[config.mk]
export PLATFORM = sky130hd
export DESIGN_NAME = rag_ctrl
export DESIGN_NICKNAME = d
export VERILOG_FILES = /design/src/sv/rag_pkg.sv /design/src/sv/rag_ctrl.sv
export SDC_FILE = /design/constraint.sdc
export NUM_CORES = 1
export LEC_CHECK = 0
export BUFFER_PORTS_ARGS = -buffer_cell sky130_fd_sc_hd__buf_2
export CORE_UTILIZATION = 43
export DETAILED_ROUTE_END_ITERATION = 16
export GPL_TIMING_DRIVEN = 0
export PLACE_DENSITY_LB_ADDON = 0.1
export SLEW_MARGIN = 10
export SYNTH_ARGS = -nofsm -noshare
export SYNTH_HDL_FRONTEND = slang
export SYNTH_SLANG_ARGS = --single-unit
[constraint.sdc]
create_clock -name clk -period 1.25 [get_ports clk]
set_input_delay 0.3125 -clock clk [delete_from_list [all_inputs] [get_ports clk]]
set_output_delay 0.3125 -clock clk [all_outputs]
set_load 0.05 [all_outputs]
[src/sv/rag_pkg.sv]
// Shared codes, command and status types for the rational accumulator.
package rag_pkg;

  localparam logic [2:0] OP_LOAD = 3'd0;
  localparam logic [2:0] OP_ADD  = 3'd1;
  localparam logic [2:0] OP_SUB  = 3'd2;
  localparam logic [2:0] OP_MUL  = 3'd3;
  localparam logic [2:0] OP_DIV  = 3'd4;

  localparam logic [1:0] ST_OK       = 2'd0;
  localparam logic [1:0] ST_ZERO_DEN = 2'd1;
  localparam logic [1:0] ST_OVERFLOW = 2'd2;

  localparam logic [1:0] MSEL_CROSS_A = 2'd0;
  localparam logic [1:0] MSEL_CROSS_B = 2'd1;
  localparam logic [1:0] MSEL_DEN     = 2'd2;

  typedef struct packed {
    logic       start;
    logic       mul_en;
    logic [1:0] mul_sel;
    logic       comb;
    logic       pre;
    logic       gcd_step;
    logic       div_init;
    logic       div_step;
    logic       fin;
  } rag_cmd_t;

  typedef struct packed {
    logic early;
    logic n_zero;
    logic both_even;
    logic u_zero;
  } rag_sts_t;

endpackage

[src/sv/rag_ctrl.sv]
// Sequencing state machine for the rational accumulator.
module rag_ctrl
  import rag_pkg::*;
(
  input  logic     clk,
  input  logic     rst_n,
  input  logic     in_valid,
  output logic     in_ready,
  output logic     out_valid,
  input  logic     out_ready,
  input  rag_sts_t sts,
  output rag_cmd_t cmd
);

  localparam logic [2:0] S_IDLE = 3'd0;
  localparam logic [2:0] S_MUL  = 3'd1;
  localparam logic [2:0] S_COMB = 3'd2;
  localparam logic [2:0] S_PRE  = 3'd3;
  localparam logic [2:0] S_GCD  = 3'd4;
  localparam logic [2:0] S_DIV  = 3'd5;
  localparam logic [2:0] S_FIN  = 3'd6;

  logic [2:0] state_r, state_nxt;
  logic [5:0] cnt_r, cnt_nxt;
  logic       out_valid_r, out_valid_nxt;

  assign in_ready  = (state_r == S_IDLE);
  assign out_valid = out_valid_r;

  always_comb begin
    state_nxt     = state_r;
    cnt_nxt       = cnt_r;
    out_valid_nxt = out_valid_r && !out_ready;
    cmd           = '0;
    unique case (state_r)
      S_IDLE: begin
        if (in_valid) begin
          cmd.start = 1'b1;
          cnt_nxt   = '0;
          state_nxt = S_MUL;
        end
      end
      S_MUL: begin
        if (sts.early) begin
          state_nxt = S_FIN;
        end else begin
          cmd.mul_en  = 1'b1;
          cmd.mul_sel = cnt_r[1:0];
          cnt_nxt     = cnt_r + 6'd1;
          if (cnt_r[1:0] == MSEL_DEN) state_nxt = S_COMB;
        end
      end
      S_COMB: begin
        cmd.comb  = 1'b1;
        state_nxt = sts.n_zero ? S_FIN : S_PRE;
      end
      S_PRE: begin
        if (sts.both_even) cmd.pre = 1'b1;
        else state_nxt = S_GCD;
      end
      S_GCD: begin
        if (sts.u_zero) begin
          cmd.div_init = 1'b1;
          cnt_nxt      = '0;
          state_nxt    = S_DIV;
        end else begin
          cmd.gcd_step = 1'b1;
        end
      end
      S_DIV: begin
        cmd.div_step = 1'b1;
        cnt_nxt      = cnt_r + 6'd1;
        if (cnt_r == 6'd63) state_nxt = S_FIN;
      end
      S_FIN: begin
        if (!out_valid_r || out_ready) begin
          cmd.fin       = 1'b1;
          out_valid_nxt = 1'b1;
          state_nxt     = S_IDLE;
        end
      end
      default: state_nxt = S_IDLE;
    endcase
  end

  always_ff @(posedge clk) begin
    if (!rst_n) begin
      state_r     <= S_IDLE;
      cnt_r       <= '0;
      out_valid_r <= 1'b0;
    end else begin
      state_r     <= state_nxt;
      cnt_r       <= cnt_nxt;
      out_valid_r <= out_valid_nxt;
    end
  end

  a_fin_no_clobber: assert property (@(posedge clk) disable iff (!rst_n)
    cmd.fin |-> (!out_valid_r || out_ready))
    else $error("result register overwritten while held");

  a_fin_shows: assert property (@(posedge clk) disable iff (!rst_n)
    cmd.fin |=> out_valid_r)
    else $error("finished result not presented");

  a_start_mul: assert property (@(posedge clk) disable iff (!rst_n)
    (in_valid && in_ready) |=> (state_r == S_MUL))
    else $error("transfer did not start work");

  a_div_len: assert property (@(posedge clk) disable iff (!rst_n)
    (state_r == S_DIV && cnt_r == 6'd63) |=> (state_r == S_FIN))
    else $error("division length wrong");

endmodule

* Word level (Yosys, flattened, before mapping) *
Index checks and enable logic that the tools add are counted.

operators by class
  eq/ne operators = 15
  reduce and logical (&&, ||, !) cells = 8
  add/subtract/negate cells = 1
  muxes and demuxes = 28

operators by type and width
  kind                                                             count
  3-bit 2-to-1 mux                                                 10
  6-bit one-hot mux with 4 select lines                            1
  3-bit one-hot mux with 7 select lines                            1
  6-bit 2-to-1 mux                                                 3
  1-bit 2-to-1 mux                                                 12
  2-bit inequality test, second input constant                     6
  3-bit == test, second input constant                             3
  6-bit by 1-bit adder with 6-bit output, second input constant    1
  3-bit by 2-bit == test with 1-bit output, second input constant  2
  6-bit == test, second input constant                             1
  6-bit AND reduction                                              1
  4-bit AND reduction                                              1
  4-bit nonzero test                                               1
  3-bit by 1-bit == test with 1-bit output, second input constant  1
  3-bit logical NOT                                                1
  3-bit inequality test, second input constant                     1
  2-bit == test, second input constant                             1
  1-bit logical NOT                                                2
  2-bit 2-to-1 mux                                                 1
  1-bit logical AND                                                1
  1-bit logical OR                                                 1

storage, ports and cells
  register bits = 10
  word-level logic and storage cells = 55

* Longest topological paths before layout *
Gate-level depths: netlist (run 1).

  depth after elaboration = 4
  depth in mapped cells = 6
  mapped depth without buffers = 6

* Worst setup path before layout (run 1) *
No wires, ideal clock.

  path type = register to output
  from = reg state_r[0]
  to = out cmd[9] in the netlist's numbering
  stages on the path, launching flop included = 4
  required time = 938 ps
  arrival time = 2224 ps
  slack = -1287 ps
  cells stage by stage = dfxtp_1 > clkbuf_1 > nor3_1 > and2_1

RTL lines
  item                    line            text
  start, declared         rag_ctrl.sv:23  logic [2:0] state_r, state_nxt;
  start signal, assigned  rag_ctrl.sv:92  state_r <= state_nxt;
  end, declared           rag_ctrl.sv:12  output rag_cmd_t cmd

==> results of run 1 <==
## layout make-up
type / count / area [um2] / area share
Buffer: 4 / 58.8 / 0.0451
Clock buffer: 3 / 22.5 / 0.0173
Clock inverter: 1 / 3.75 / 0.00288
Inverter: 5 / 27.5 / 0.0211
Multi-Input combinational cell: 65 / 617 / 0.473
Sequential cell: 10 / 223 / 0.171
Tap cell: 15 / 18.8 / 0.0144
Timing Repair Buffer: 36 / 333 / 0.255
## sequential cells by signal, summed over array words and instances, names as in the netlist
signal / count
cnt_r: 6
state_r: 3
out_valid: 1
## cells in the final DEF (no fill, tap or decap), types with 2 or more instances in the layout
master / instances
buf_6: 13
buf_4: 12
buf_2: 8
dfxtp_4: 6
buf_8: 6
nand2_1: 5
a21oi_2: 4
a21oi_1: 4
dfxtp_1: 4
nor2_4: 3
or3_4: 3
nand2b_1: 3
o21ai_0: 3
clkbuf_4: 3
nor3_4: 2
and2_4: 2
nor4_4: 2
or3b_4: 2
nand3_1: 2
or3_1: 2
inv_1: 2
o21ai_1: 2
a311oi_1: 2
ha_2: 2
## timing repair
item,4_1_cts,5_1_grt
pin swaps,7,6
setup buffers,10,6
endpoints found under the setup margin,19,20
hold buffers,0,0
gates cloned,1,0
resized for setup,43,24
## through the flow
step	hold slack (ps)	total power [W]	cells	worst slack, ps
after floorplan	430	0.00113	84	-370
final	295	0.00221	139	-518
after detailed placement	486	0.00128	118	-363
after CTS	284	0.00187	133	-443
after global placement	477	0.00127	118	-344
after global routing	301	0.00226	139	-520
## worst register-to-register path, cell delays in order (launching register included)
cell	delay (ps)
dfxtp_4	380
buf_4	150
or3b_4	240
o311ai_4	120
buf_6	160
or3_4	370
a21oi_2	190
## path summary, 6_finish.rpt
kind | slack, ps | end | cells past startpoint
worst min-delay path | 290 | cnt_r[0] | 2
worst max-delay path | -520 | cmd[0] | 4
worst max register to register | -450 | cnt_r[2] | 6
worst min register to register | 540 | cnt_r[5] | 2
## synth_stat cells
cell	instances	share of area
o21bai_1	1	0.012
and2_1	3	0.029
nand3_1	3	0.023
nor4b_1	1	0.013
dfxtp_1	10	0.31
or3b_2	1	0.013
o21ai_0	5	0.038
nor3_1	3	0.023
o31ai_1	2	0.023
ha_1	2	0.038
o21a_1	1	0.012
nor2b_1	3	0.029
a21o_1	1	0.012
nand2_1	7	0.040
clkbuf_1	1	0.0058
a221oi_1	1	0.013
a21oi_1	8	0.062
a311oi_1	2	0.027
or3b_1	1	0.013
o311ai_2	1	0.025
and2b_1	1	0.012
or3_1	5	0.048
nand2b_1	4	0.038
nor2_1	3	0.017
nor4_1	2	0.019
or4_1	1	0.012
mux2i_1	2	0.031
buf_2	3	0.023
o211ai_1	1	0.012
inv_1	5	0.029
## layer usage
metal / vias to the layer above / global-route usage
met4: 0 / 0.125
met3: 40 / 0.0489
met2: 103 / 0.551
met5: - / 0
li1: 389 / -
met1: 455 / 0.450
## kinds of logic (layout without fill, tap and decap cells)
kind of cell | after synthesis | after routing | share of synthesized area
buf+inv | 9 | 49 | 0.0577
simple gates | 38 | 38 | 0.331
mux | 2 | 2 | 0.0308
flops | 10 | 10 | 0.308
fa+ha+maj | 2 | 2 | 0.0385
compound gates | 23 | 23 | 0.235
## power by group through the flow
stage	Sequential (W)	Clock [W]	Combinational, W
4_1_cts	0.000428	0.000250	0.00119
2_1_floorplan	0.000414	0	0.000713
3_5_place_dp	0.000423	0	0.000855
3_3_place_gp	0.000422	0	0.000847
6_report	0.000447	0.000270	0.00149
5_1_grt	0.000449	0.000274	0.00154
==> flow_metrics.env, run 1 <==
export IMPL_setup_viol=20
export IMPL_drc_errors=0
export IMPL_ys_warn_count=0
export IMPL_hold_viol_final=0
export IMPL_crit_family="simple AND/OR/NAND/NOR gates"
export IMPL_max_slew_margin=0.590
export IMPL_outcome="complete, but fails checks"
export IMPL_slowest_stage="dfxtp_4"
export IMPL_syn_inst=84
export IMPL_failed_checks="setup timing"
export IMPL_core_area_mm2=0.00135
export IMPL_p_sw_w=0.00104
export IMPL_clock_skew_ps=13.6
export IMPL_critPathRequiredTime_ps=940
export IMPL_io_pins=20
export IMPL_seqPwrFrac=0.202
export IMPL_path_clk_slew_ps=90
export IMPL_globalplace_congestion=0.763
export IMPL_cts_sinks=10
export IMPL_cp_arrival_ps=1460
export IMPL_tns_ps=-7500
export IMPL_final_area_mm2=0.00130
export IMPL_cts_tree="done"
export IMPL_avgSynthCellArea_um2=7.75
export IMPL_vdd_drop_max_mv=1.18
export IMPL_cap_violations=0
export IMPL_io_buffers=19
export IMPL_wl_um=3530
export IMPL_ant_nets=0
export IMPL_setup_slack_ps=-518
export IMPL_wl_per_cell_um=25.4
export IMPL_fin_crit_sh=1.41
export IMPL_critical_path_class="reg2out"
export IMPL_yosys_cell_types_count=30
export IMPL_avgViaCountPerCell=7.10
export IMPL_period_needed_ps=1770
export IMPL_slew_viol_final=0
export IMPL_crit_chain="clkinvlp_4 -> or3_4 -> nor2b_4 -> buf_6"
export IMPL_dr_max_layer_used="met4"
export IMPL_synth_area_um2=651
export IMPL_cp_start_kind="flip-flop"
export IMPL_cp_end_kind="output pin"
export IMPL_min_path_type="in2reg"
export IMPL_antenna_found_initial=0
export IMPL_p_clk_frac=0.122
export IMPL_dp_hpwl_um=1270
export IMPL_critPathMaxFanout=4
export IMPL_ys_ff_latch=10
export IMPL_antenna_cells=0
export IMPL_met1_length_um=1240
export IMPL_worstReg2RegStart="state_r[2]"
export IMPL_cpPeakStageDelay_ps=400
export IMPL_dieArea_mm2=0.00167
export IMPL_grt_pass1_vias=672
export IMPL_rsz0062_at_grt="yes"
export IMPL_wl_met2_um=1630
export IMPL_intPower_w=0.00117
export IMPL_post_route_util=0.966
export IMPL_syn_nets=94
export IMPL_final_fill_count=24
export IMPL_drive_gt1_frac=0.677
export IMPL_num_rows=13
export IMPL_initial_utilization=0.482
export IMPL_wl_met3_um=422
export IMPL_grt_use_total=0.340
export IMPL_leakagePower_nw=0.501
export IMPL_critical_path_buf_inv_count=2
export IMPL_power_share_switching=0.472
export IMPL_ys_seq_area_frac=0.308
export IMPL_p_comb_frac=0.676
export IMPL_cp_startpoint="state_r[2]"
export IMPL_firstDrtPassIters=5
export IMPL_power_density_mw_per_mm2=1690
export IMPL_h_tree_depth=1
export IMPL_nets=135
export IMPL_overflow=0
export IMPL_grt_pass1_wl_um=3490
export IMPL_ctsRootBufferMaster="clkbuf_4"
export IMPL_cts_made_buffers=3
export IMPL_clk_latency_ps=290
export IMPL_cts_path_max_buffers=2
export IMPL_die_y_um=40.9
export IMPL_tightest_slew_ps=611
export IMPL_syn_to_final_growth_pct=100
export IMPL_grt_start_max_net_pins=11
export IMPL_vias=987
export IMPL_fmax_ghz=0.566
export IMPL_drtIter0Drc=83
export IMPL_fp_dieW_um=40.9
export IMPL_min_from="rst_n"
export IMPL_postPlaceCellArea_um2=920
Power figures use the tool's default switching activity.
==> inputs of run 2 (changes only) <==
--- a/config.mk
+++ b/config.mk
@@ -9,7 +9,7 @@
 export CORE_UTILIZATION = 43
 export DETAILED_ROUTE_END_ITERATION = 16
 export GPL_TIMING_DRIVEN = 0
-export PLACE_DENSITY_LB_ADDON = 0.1
+export PLACE_DENSITY = 0.72
 export SLEW_MARGIN = 10
 export SYNTH_ARGS = -nofsm -noshare
 export SYNTH_HDL_FRONTEND = slang
==> constraint.sdc (replaced) <==
create_clock -name clk -period 1.5 [get_ports clk]
set_input_delay 0.375 -clock clk [delete_from_list [all_inputs] [get_ports clk]]
set_output_delay 0.375 -clock clk [all_outputs]
set_load 0.05 [all_outputs]
==> flow_metrics.env, run 2 (same netlist as run 1, synthesis figures left out) <==
export IMPL_outcome="complete, but fails checks"
export IMPL_failed_checks="setup timing"
export IMPL_die_y_um=40.9
export IMPL_clk_latency_ps=280
export IMPL_grt_use_total=0.283
export IMPL_critPathMaxFanout=4
export IMPL_cap_violations=0
export IMPL_fp_dieW_um=40.9
export IMPL_nets=130
export IMPL_cts_tree="done"
export IMPL_drive_gt1_frac=0.597
export IMPL_ctsRootBufferMaster="clkbuf_4"
export IMPL_num_rows=13
export IMPL_firstDrtPassIters=4
export IMPL_cp_start_kind="flip-flop"
export IMPL_hold_viol_final=0
export IMPL_dieArea_mm2=0.00167
export IMPL_cp_end_kind="output pin"
export IMPL_cts_sinks=10
export IMPL_antenna_cells=0
export IMPL_critPathRequiredTime_ps=1120
export IMPL_setup_slack_ps=-262
export IMPL_grt_pass1_vias=691
export IMPL_cp_arrival_ps=1390
export IMPL_vias=826
export IMPL_grt_pass1_wl_um=3000
export IMPL_tightest_slew_ps=403
export IMPL_syn_to_final_growth_pct=92.3
export IMPL_wl_met3_um=175
export IMPL_met1_length_um=1080
export IMPL_cts_path_max_buffers=2
export IMPL_wl_um=2580
export IMPL_finalPower_w=0.00177
export IMPL_min_path_type="in2reg"
export IMPL_drtIter0Drc=45
export IMPL_power_density_mw_per_mm2=1410
export IMPL_wl_met2_um=1220
export IMPL_max_slew_margin=0.730
export IMPL_path_clk_slew_ps=70
export IMPL_h_tree_depth=1
export IMPL_postPlaceCellArea_um2=896
export IMPL_vdd_drop_max_mv=1.17
export IMPL_io_buffers=19
export IMPL_final_area_mm2=0.00125
export IMPL_grt_start_max_net_pins=11
export IMPL_largest_reg_flops=6
export IMPL_drc_errors=0
export IMPL_final_common_cell="buf_6"
export IMPL_critical_path_class="reg2out"
export IMPL_dr_max_layer_used="met4"
export IMPL_overflow=0
export IMPL_ant_nets=0
export IMPL_slew_viol_final=0
export IMPL_initial_utilization=0.482
export IMPL_core_area_mm2=0.00135
export IMPL_cts_made_buffers=3
export IMPL_period_needed_ps=1760
export IMPL_avgViaCountPerCell=6.16
export IMPL_rsz0062_at_grt="yes"
export IMPL_dp_hpwl_um=1180
export IMPL_reg2regPathDepth=7
export IMPL_clock_skew_ps=6.78
export IMPL_fmax_ghz=0.568
export IMPL_setup_viol=17
export IMPL_globalplace_congestion=0.743
export IMPL_regMostFlops="cnt_r"
export IMPL_antenna_found_initial=0
export IMPL_fin_crit_sh=1.17
export IMPL_wl_per_cell_um=19.2
export IMPL_whs_path_depth=2
export IMPL_io_pins=20
export IMPL_final_cell_mix="buf_6, buf_2, a21oi_1"
export IMPL_leakagePower_nw=0.480
export IMPL_cts_hold_fix_buffers=0
[run 2: area by class of cell]
class | instances | area, um2
plain buffers | 4 | 67.6
inverters | 5 | 23.8
multi-input cells | 65 | 599
clock buffers | 4 | 36.3
fillers | 47 | 98.8
flip-flops and latches | 10 | 215
repair buffers | 31 | 290
well taps | 15 | 18.8
[run 2: power by group]
part | internal [W] | switching [W] | total, W
Sequential | 0.000307 | 0.0000687 | 0.000376
Clock | 0.000148 | 0.000109 | 0.000257
Combinational | 0.000524 | 0.000611 | 0.00113
Total | 0.000979 | 0.000788 | 0.00177
[run 2: what timing repair did]
action	in CTS	in global routing
setup endpoints to repair	11	19
cloned	1	1
pin swaps	4	10
buffers inserted	7	4
resized for setup	44	20
[run 2: critical path, stage by stage (launching register included)]
cell and delay [ps]:
dfxtp_4 380, inv_4 40, or3_4 400, nor2b_4 120
buf_6 160
[run 2: worst paths after layout]
| check | startpoint | to | slack (ps) |
|---|---|---|---|
| max | state_r[1] | cmd[0] | -260 |
| min | rst_n | cnt_r[0] | 380 |
| max reg2reg | state_r[0] | cnt_r[0] | -200 |
| min reg2reg | cnt_r[5] | cnt_r[5] | 490 |
[run 2: stage by stage]
step / std cells / utilization / setup TNS (ps) / setup slack (ps) / hold slack, ps
final: 134 / 0.927 / -2450 / -262 / 379
after global routing: 134 / 0.927 / -3120 / -302 / 381
after CTS: 130 / 0.858 / -1630 / -233 / 352
after detailed placement: 118 / 0.664 / -1020 / -187 / 478
after global placement: 118 / 0.664 / -963 / -180 / 467
after floorplan: 84 / - / -462 / -182 / 452
[run 2: metal layers]
metal | track usage | vias up
met3 | 0.0978 | 14
met4 | 0.167 | 0
met1 | 0.331 | 388
met2 | 0.441 | 45
li1 | - | 379
met5 | 0 | -
==> inputs of run 3 (changes only) <==
--- a/config.mk
+++ b/config.mk
@@ -10,6 +10,7 @@
 export DETAILED_ROUTE_END_ITERATION = 16
 export GPL_TIMING_DRIVEN = 0
 export PLACE_DENSITY = 0.72
+export SETUP_SLACK_MARGIN = 0.3
 export SLEW_MARGIN = 10
 export SYNTH_ARGS = -nofsm -noshare
 export SYNTH_HDL_FRONTEND = slang
==> flow_metrics.env, run 3 <==
export IMPL_ys_seq_area_frac=0.308
export IMPL_ys_warn_count=0
export IMPL_antenna_found_initial=0
export IMPL_syn_inst=84
export IMPL_synth_flop_cell="dfxtp_1"
export IMPL_yosys_cell_types_count=30
export IMPL_io_buffers=19
export IMPL_synth_most_common_cell="dfxtp_1"
export IMPL_io_pins=20
export IMPL_synth_area_leaders="dfxtp_1, a21oi_1, or3_1"
export IMPL_globalplace_congestion=0.774
export IMPL_postPlaceCellArea_um2=925
export IMPL_firstError="[ERROR DPL-0033] detailed placement checks failed during check placement."
export IMPL_stop_stage="5_1_grt"
export IMPL_synth_area_um2=651
export IMPL_dp_hpwl_um=1230
export IMPL_worstEndpointType="output port"
export IMPL_cts_made_buffers=3
export IMPL_async_flop_share=0
export IMPL_outcome="did not finish"
export IMPL_dp_cells=118
export IMPL_cts_sinks=10
export IMPL_ys_ff_latch=10
export IMPL_ctsRootBufferMaster="clkbuf_4"
export IMPL_cts_hold_fix_buffers=0
export IMPL_initial_utilization=0.482
export IMPL_synthTopCellsByCount="dfxtp_1, a21oi_1, nand2_1"
export IMPL_synth_top_cell_area_share=0.308
export IMPL_synth_largest_area_cell="dfxtp_1"
export IMPL_worst_endpoint="cmd[0]"
export IMPL_syn_nets=94
export IMPL_avgSynthCellArea_um2=7.75
export IMPL_cts_path_max_buffers=2
export IMPL_h_tree_depth=1
export IMPL_num_rows=13
export IMPL_fp_dieW_um=40.9
export IMPL_grt_start_max_net_pins=11
export IMPL_die_y_um=40.9
export IMPL_synth_edff_count=0
run 3: per-stage QoR:
step | util | setup slack, ps
floorplan | - | -182
global placement | 0.685 | -193
detailed placement | 0.685 | -200
CTS | 0.895 | -232
run 3: kinds of logic after synthesis:
| kind of cell | synth area share |
|---|---|
| DFF | 0.308 |
| muxes | 0.0308 |
| AOI/OAI and AO/OA | 0.235 |
| buffers and inverters | 0.0577 |
| and+or+nand+nor | 0.331 |
| adders and majority gates | 0.0385 |
run 3: repair_timing:
action                     in CTS
gates cloned                    1
resized for setup              49
setup buffers                  11
pin swaps                      12
setup endpoints to repair      22
==> inputs of run 4 (changes only) <==
--- a/config.mk
+++ b/config.mk
@@ -6,11 +6,11 @@
 export NUM_CORES = 1
 export LEC_CHECK = 0
 export BUFFER_PORTS_ARGS = -buffer_cell sky130_fd_sc_hd__buf_2
-export CORE_UTILIZATION = 43
+export CORE_AREA = 2 2 63 65
 export DETAILED_ROUTE_END_ITERATION = 16
+export DIE_AREA = 0 0 65 67
 export GPL_TIMING_DRIVEN = 0
-export PLACE_DENSITY = 0.72
-export SETUP_SLACK_MARGIN = 0.3
+export PLACE_DENSITY_LB_ADDON = 0.15
 export SLEW_MARGIN = 10
 export SYNTH_ARGS = -nofsm -noshare
 export SYNTH_HDL_FRONTEND = slang
==> constraint.sdc (replaced) <==
create_clock -name clk -period 1.95 [get_ports clk]
set_input_delay 0.4875 -clock clk [delete_from_list [all_inputs] [get_ports clk]]
set_output_delay 0.4875 -clock clk [all_outputs]
set_load 0.05 [all_outputs]
==> flow_metrics.env, run 4 (same netlist as run 1, synthesis figures left out) <==
export IMPL_antenna_found_initial=0
export IMPL_intPower_w=0.000517
export IMPL_power_share_switching=0.459
export IMPL_power_density_mw_per_mm2=1030
export IMPL_antenna_cells=0
export IMPL_drc_errors=0
export IMPL_clock_skew_ps=6.91
export IMPL_die_y_um=67
export IMPL_cp_start_kind="flip-flop"
export IMPL_drive_gt1_frac=0.358
export IMPL_cts_hold_fix_buffers=0
export IMPL_min_path_type="reg2reg"
export IMPL_nets=118
export IMPL_num_rows=22
export IMPL_slew_viol_final=0
export IMPL_cp_arrival_ps=1410
export IMPL_cts_path_max_buffers=2
export IMPL_firstDrtPassIters=4
export IMPL_io_pins=20
export IMPL_final_cell_mix="buf_2, dfxtp_1, a21oi_1"
export IMPL_drtIter0Drc=13
export IMPL_cp_end_kind="output pin"
export IMPL_cap_violations=0
export IMPL_hold_viol_final=0
export IMPL_core_area_mm2=0.00361
export IMPL_initial_utilization=0.180
export IMPL_cts_tree="done"
export IMPL_p_clk_frac=0.224
export IMPL_grt_pass1_wl_um=3000
export IMPL_cts_made_buffers=3
export IMPL_fmax_ghz=0.528
export IMPL_max_slew_margin=0.641
export IMPL_final_area_um2=926
export IMPL_final_common_cell="buf_2"
export IMPL_avgViaCountPerCell=4.36
export IMPL_clk_latency_ps=240
export IMPL_ant_nets=0
export IMPL_grt_use_total=0.0923
export IMPL_regMostFlops="cnt_r"
export IMPL_post_route_util=0.257
export IMPL_io_buffers=19
export IMPL_fp_dieW_um=65
export IMPL_crit_family="simple AND/OR/NAND/NOR gates"
export IMPL_slowest_stage="or3_1"
export IMPL_postPlaceCellArea_um2=861
export IMPL_critical_path_class="reg2out"
export IMPL_cts_setup_buffers=0
export IMPL_largest_reg_flops=6
export IMPL_cts_sinks=10
export IMPL_vias=672
export IMPL_critPathMaxFanout=5
export IMPL_grt_start_max_net_pins=11
export IMPL_overflow=0
export IMPL_critical_path_buf_inv_count=2
export IMPL_period_needed_ps=1890
export IMPL_grt_pass1_vias=649
export IMPL_path_clk_slew_ps=50
export IMPL_fin_crit_sh=0.971
export IMPL_wl_um=1820
export IMPL_tightest_slew_ps=535
export IMPL_vdd_drop_max_mv=0.185
export IMPL_leakagePower_nw=0.352
export IMPL_p_sw_w=0.000438
export IMPL_ctsRootBufferMaster="clkbuf_8"
export IMPL_rsz0062_at_grt="yes"
export IMPL_cpPeakStageDelay_ps=420
export IMPL_crit_chain="inv_1 -> or3_1 -> nor2b_2 -> buf_6"
export IMPL_h_tree_depth=1
export IMPL_p_comb_frac=0.510
export IMPL_critPathRequiredTime_ps=1460
export IMPL_dieArea_mm2=0.00436
export IMPL_wl_per_cell_um=11.8
export IMPL_ctsResizeCount=6
export IMPL_seqPwrFrac=0.266
export IMPL_dp_hpwl_um=1430
export IMPL_globalplace_congestion=0.682
export IMPL_syn_to_final_growth_pct=42.3
export IMPL_outcome="completed"
export IMPL_setup_viol=0
run 4: path summary, 6_finish.rpt:
check / cells past startpoint / end / startpoint / slack [ps]
setup / recovery: 4 / cmd[0] / state_r[2] / 60
hold / removal: 2 / out_valid / out_valid / 490
setup reg to reg: 5 / cnt_r[0] / state_r[0] / 470
hold reg to reg: 2 / out_valid / out_valid / 490
run 4: area by class of cell:
cell class / instances / area, um2
Clock buffer: 3 / 41.3
Sequential cell: 10 / 201
Tap cell: 48 / 60.1
Buffer: 4 / 25.0
Multi-Input combinational cell: 65 / 470
Fill cell: 404 / 2680
Inverter: 5 / 18.8
Timing Repair Buffer: 19 / 109
run 4: tightest hold or removal path: stages (launching register included):
cell and delay [ps]:
dfxtp_1 310, nand2b_1 80, a21oi_1 60
run 4: stage by stage:
stage	power, W	worst slack [ps]	instances	hold WS, ps	TNS (ps)
final	0.000955	56.5	154	491	0
after detailed placement	0.000734	37.4	151	485	0
after global routing	0.00102	-17.1	154	512	-19.3
after CTS	0.000960	17.0	154	492	0
after global placement	0.000734	5.37	151	471	0
after floorplan	0.000627	-84.8	84	452	-245
run 4: routing by layer:
metal | vias to the layer above | wire length, um | global-route usage
li1 | 346 | - | -
met1 | 299 | 864 | 0.112
met2 | 23 | 770 | 0.142
met3 | 4 | 139 | 0.0236
met4 | 0 | 44 | 0.0638
met5 | - | 0 | 0
run 4: power groups by stage:
| stage | combinational [W] | sequential, W | clock [W] |
|---|---|---|---|
| 4_1_cts | 0.000485 | 0.000253 | 0.000222 |
| 3_5_place_dp | 0.000478 | 0.000256 | 0 |
| 2_1_floorplan | 0.000376 | 0.000252 | 0 |
| 3_3_place_gp | 0.000478 | 0.000256 | 0 |
| 6_report | 0.000487 | 0.000254 | 0.000214 |
| 5_1_grt | 0.000529 | 0.000259 | 0.000230 |
